===== config.mk =====
export PLATFORM = sky130hd
export DESIGN_NAME = sasm_match_core
export DESIGN_NICKNAME = d
export VERILOG_FILES = /design/src/shift_and_string_matcher_macros.svh /design/src/sasm_pkg.sv /design/src/sasm_match_core.sv
export SDC_FILE = /design/constraint.sdc
export NUM_CORES = 1
export LEC_CHECK = 0
export BUFFER_PORTS_ARGS = -buffer_cell sky130_fd_sc_hd__buf_2
export CAP_MARGIN = 20
export CORE_MARGIN = 4
export CORE_UTILIZATION = 45
export DETAILED_ROUTE_END_ITERATION = 8
export GPL_TIMING_DRIVEN = 0
export PLACE_DENSITY = 0.76
export SLEW_MARGIN = 20
export SYNTH_ARGS = -nofsm -noshare
export SYNTH_HDL_FRONTEND = slang
export SYNTH_SLANG_ARGS = --single-unit

===== constraint.sdc =====
create_clock -name clk -period 4.78 [get_ports clk]
set_input_delay 0.717 -clock clk [delete_from_list [all_inputs] [get_ports clk]]
set_output_delay 0.717 -clock clk [all_outputs]
set_load 0.03 [all_outputs]

===== src/shift_and_string_matcher_macros.svh =====
// ----------------------------------------------------------------------------
// shift_and_string_matcher_macros
// assertion macros shared by the matcher rtl, compiled out with ASSERT_OFF
// ----------------------------------------------------------------------------
`ifndef SHIFT_AND_STRING_MATCHER_MACROS_SVH
`define SHIFT_AND_STRING_MATCHER_MACROS_SVH

`ifndef ASSERT_OFF

// same-cycle implication, sampled on the rising clock edge
`define SASM_ASSERT_IMPLY(label, ante, cons, msg) \
  label: assert property (@(posedge clk) disable iff (!rst_n) (ante) |-> (cons)) \
    else $error(msg);

// next-cycle implication
`define SASM_ASSERT_NEXT(label, ante, cons, msg) \
  label: assert property (@(posedge clk) disable iff (!rst_n) (ante) |=> (cons)) \
    else $error(msg);

`else

`define SASM_ASSERT_IMPLY(label, ante, cons, msg)

`define SASM_ASSERT_NEXT(label, ante, cons, msg)

`endif

`endif


===== src/sasm_pkg.sv =====
// ----------------------------------------------------------------------------
// sasm_pkg
// types and constants shared by the shift-and string matcher modules
// ----------------------------------------------------------------------------
package sasm_pkg;

  // pattern and alphabet sizes
  localparam int MAX_PATTERN = 64;
  localparam int POS_W       = 6;
  localparam int CHAR_W      = 7;
  localparam int LEN_W       = 7;
  localparam int NUM_CHARS   = 128;

  // text code that matches nothing
  localparam logic [CHAR_W-1:0] NO_MATCH_CODE = 7'd127;

  typedef logic [MAX_PATTERN-1:0] vec_t;

  // request codes
  typedef enum logic [1:0] {
    OP_LOAD    = 2'd0,
    OP_TEXT    = 2'd1,
    OP_RESTART = 2'd2
  } op_t;

  // load sequencer states
  typedef enum logic [2:0] {
    LD_IDLE = 3'b001,
    LD_SET  = 3'b010,
    LD_CLR  = 3'b100
  } ld_state_t;

  // access to the character mask memory
  typedef struct packed {
    logic              rd_en;
    logic [CHAR_W-1:0] rd_addr;
    logic              wr_en;
    logic [CHAR_W-1:0] wr_addr;
    vec_t              wr_data;
  } mask_req_t;

  // match core status toward the top level
  typedef struct packed {
    logic s1_valid;
    logic s1_adv;
    logic found;
    logic vec_zero;
  } core_stat_t;

endpackage


===== src/sasm_match_core.sv =====
// ----------------------------------------------------------------------------
// sasm_match_core
// match vector update and output register: shift, set bit 0, and with the
// character mask and the length mask
// ----------------------------------------------------------------------------
module sasm_match_core (
  input  logic                          clk,
  input  logic                          rst_n,
  input  logic                          text_acc,
  input  logic                          restart_acc,
  input  logic [sasm_pkg::CHAR_W-1:0]   text_char,
  input  sasm_pkg::vec_t                mask_rd,
  input  sasm_pkg::vec_t                len_mask,
  input  logic [sasm_pkg::POS_W-1:0]    top,
  input  logic                          out_ready,
  output logic                          out_valid,
  output logic                          out_match_here,
  output logic                          out_found,
  output sasm_pkg::core_stat_t          stat
);
  import sasm_pkg::*;

  logic s1_valid_r, s1_valid_nxt;
  logic nomatch_r;
  vec_t vec_r, vec_nxt;
  logic found_r, found_nxt;
  logic out_valid_r, out_valid_nxt;
  logic match_r, found_out_r;

  logic s1_adv;
  vec_t masked;
  logic hit;
  logic found_hit;

  // vector update for the character waiting on its mask
  always_comb begin
    s1_adv    = s1_valid_r & (~out_valid_r | out_ready);
    masked    = {vec_r[MAX_PATTERN-2:0], 1'b1} & (nomatch_r ? '0 : mask_rd) & len_mask;
    hit       = masked[top];
    found_hit = found_r | hit;

    vec_nxt   = vec_r;
    found_nxt = found_r;
    if (s1_adv) begin
      vec_nxt   = masked;
      found_nxt = found_hit;
    end
    // restart comes after any character already in flight
    if (restart_acc) begin
      vec_nxt   = '0;
      found_nxt = 1'b0;
    end
  end

  // stage and output valid
  always_comb begin
    priority if (text_acc) begin
      s1_valid_nxt = 1'b1;
    end else if (s1_adv) begin
      s1_valid_nxt = 1'b0;
    end else begin
      s1_valid_nxt = s1_valid_r;
    end

    priority if (s1_adv) begin
      out_valid_nxt = 1'b1;
    end else if (out_ready) begin
      out_valid_nxt = 1'b0;
    end else begin
      out_valid_nxt = out_valid_r;
    end
  end

  // control registers
  always_ff @(posedge clk) begin
    if (!rst_n) begin
      s1_valid_r  <= 1'b0;
      out_valid_r <= 1'b0;
      vec_r       <= '0;
      found_r     <= 1'b0;
    end else begin
      s1_valid_r  <= s1_valid_nxt;
      out_valid_r <= out_valid_nxt;
      vec_r       <= vec_nxt;
      found_r     <= found_nxt;
    end
  end

  // payload registers
  always_ff @(posedge clk) begin
    if (text_acc) begin
      nomatch_r <= (text_char == NO_MATCH_CODE);
    end
    if (s1_adv) begin
      match_r     <= hit;
      found_out_r <= found_hit;
    end
  end

  assign out_valid      = out_valid_r;
  assign out_match_here = match_r;
  assign out_found      = found_out_r;

  assign stat.s1_valid = s1_valid_r;
  assign stat.s1_adv   = s1_adv;
  assign stat.found    = found_r;
  assign stat.vec_zero = (vec_r == '0);

endmodule


==> impl_metrics.csv <==
group,metric,value,unit
cts,post_cts.repair.setup_buffers,0,
cts,cts_made_buffers,9,
routing,routedWlPerCell,17.2,µm
layout,final_common_cell,"buf_2",
floorplanning,core.rowCount,32,
layout,drive_above_1_share,0.301,
synth,synthFlopType,"dfxtp_1",
timing,period_share,0.565,
pwr,p_sw,312,µW
synth,syn_nets,617,
synth,yosysWarnings,0,
cts,ctsHtreeMaxLevel,3,
pwr,ir_drop,0.000127,V
layout,layout_common_cells,"155 x buf_2, 90 x nor2_1, 67 x dfxtp_1, 64 x a21oi_1, 42 x nor3_1",
floorplanning,coreArea,7850,µm²
worst_setup_path,critical_path_class,"in -> out",
synth,yosys.area.top_type,"dfxtp_1",
global_route,track_usage,0.259,
worst_setup_path,r2r_setup_slack,2.24,ns
worst_setup_path,path_max_fanout,11,
routing,ant_nets,0,
placement,placed_area,4550,µm²
timing,hold_viol,0,
routing,avgViaCountPerCell,5.79,
worst_setup_path,cp.arrival,1.99,ns
timing,setup_viol,0,
placement,place_congestion,0.910,
placement,pre_cts_ws,1.97,ns
timing,fin_hold_ws,0.470,ns
pwr,powerDensity,250,nW/µm²
floorplanning,start_util,0.468,
pwr,total_power,1.18,mW
cts,cts_tree,"yes",
worst_setup_path,crit_required,4.06,ns
layout,instances_no_fill,739,
layout,antenna_cells,0,
cts,cts_resized,0,
synth,synth_cell_types,49,
synth,syn_avg_cell_area,7.80,µm²
layout,utilization,0.603,
routing,drcViolationCount,0,
global_route,antenna_found_initial,0,
timing,fmax,370,MHz
pwr,swShare,0.263,
global_route,grt_pass1_vias,4258,
placement,port_buffers,150,
min_path,hold_path.class,"reg -> reg",
job,maxCapViolations,0,
timing,rsz0062_at_grt,"false",
placement,dp_cells,723,
cts,clock-root-buffer,"clkbuf_8",
pwr,p_int,871,µW
pwr,p_seq_frac,0.500,
placement,dp_hpwl,9930,µm
global_route,grt_max_degree,13,
timing,slew_viol_final,0,
timing,fin_ws,2.08,ns
layout,fin_area,4730,µm²
timing,tns,0,ns
floorplanning,die_area,9670,µm²
worst_setup_path,crit_path_end_kind,"output pin",
pwr,p_clk_frac,0.367,
timing,worstMarginPinSlew,0.619,ns
timing,timing.slew.headroom,0.587,
cts,path_clk_slew,0.07,ns
floorplanning,die_h,98.3,µm
synth,synth_edf_count,3,
pwr,comb_power_share,0.133,
worst_setup_path,critPathLaunchType,"input pin",
synth,synthCells,471,
routing,vias,4280,
routing,first_iter_violations,337,
pwr,p_leak,1.84,nW
floorplanning,dieWidth,98.3,µm
timing,fin_worst_skew,0.0102,ns
layout,syn_to_final_growth,28.8,%
cts,clockBufferDepth,2,
synth,syn_area,3670,µm²
floorplanning,ios,153,
layout,fillerInstances,747,
cts,clock_latency,0.35,ns
routing,drt-total-wl,12700,µm
cts,cts.sinks,70,
synth,yosys.area.top_type_share,0.365,
synth,ys_seq_area_frac,0.390,
global_route,grt_pass1_wl,20300,µm
synth,ys_async_sr_fraction,0,
global_route,grt_overflow,0,
run_status,outcome,"finished clean",
synth,ys_ff_latch,70,
routing,firstDrtPassIters,6,
layout,fin_nets,778,
synth,synthTopCellsByArea,"dfxtp_1 37%, nor2_1 9.2%, a21oi_1 8.7%",
cts,postCtsHoldBufs,0,
timing,finalCriticalPeriod,2.70,ns
-- synthesized netlist by cell type (2+ instances only) --
cell       number
nor2_1         90
nor4_4          2
or3b_1          2
nor2b_1         3
a21oi_1        64
nor4_1         17
buf_2           5
nand2b_1        3
o22ai_1        12
mux2i_1         4
o311a_1         2
buf_1           5
edfxtp_1        3
a21oi_2         2
inv_1           2
buf_6           3
mux4_2          4
nand3_1        40
o21ai_0         2
and3_1          4
dfxtp_1        67
nand4b_1       12
or2_2           2
o221ai_1        2
nor3_1         42
clkbuf_1       20
buf_4           4
nand4_1         9
and4b_1         4
a2bb2oi_1       4
nand2_1        18
-- flip-flops by register name, indices dropped and copies added (netlist names) --
register,cells
found_r,1
nomatch_r,1
out_found,1
out_match_here,1
out_valid,1
s1_valid_r,1
vec_r,64
-- cell type report --
class,count,area [µm²],share of cell area
multi-input cells,360,2040,0.432
flip-flops and latches,70,1430,0.303
repair buffers,150,751,0.159
plain buffers,37,183,0.0386
clock buffers,12,155,0.0328
well taps,102,128,0.0270
clock inverters,4,22.5,0.00476
inverters,4,15.0,0.00318
-- power groups by stage --
stage / registers [mW] / clock network, mW / logic [mW]
final: 0.592 / 0.434 / 0.157
after global routing: 0.592 / 0.461 / 0.170
after CTS: 0.592 / 0.434 / 0.156
after detailed placement: 0.605 / 0 / 0.155
after global placement: 0.605 / 0 / 0.151
after floorplan: 0.608 / 0 / 0.0669
-- kinds of logic after synthesis --
kind of cell           Yosys count  share of synthesized area
flip-flops                      70                      0.390
AO/OA/AOI/OAI                   96                      0.157
multiplexers                     8                     0.0354
buffers and inverters           41                     0.0538
AND/OR/NAND/NOR                256                      0.364
-- path summary, 6_finish.rpt --
check | start | endpoint | cells past startpoint
worst min-delay path | vec_r[44] | vec_r[44] | 2
worst max-delay path | out_ready | stat[2] | 6
worst max register to register | nomatch_r | out_found | 9
worst min register to register | vec_r[44] | vec_r[44] | 2
-- routing by layer --
layer	routed length (µm)	vias to the layer above	GRT usage
li1	-	2047	-
met1	5150	1952	0.331
met2	5940	250	0.414
met3	1290	31	0.0607
met4	349	0	0.117
met5	0	-	0
-- critical path: stages --
cell and delay (ns):
buf_2 0.11, nand2b_1 0.13, nand2_1 0.23, clkinv_1 0.38, buf_4 0.25, buf_2 0.17
(Power assumes the default switching activity.)
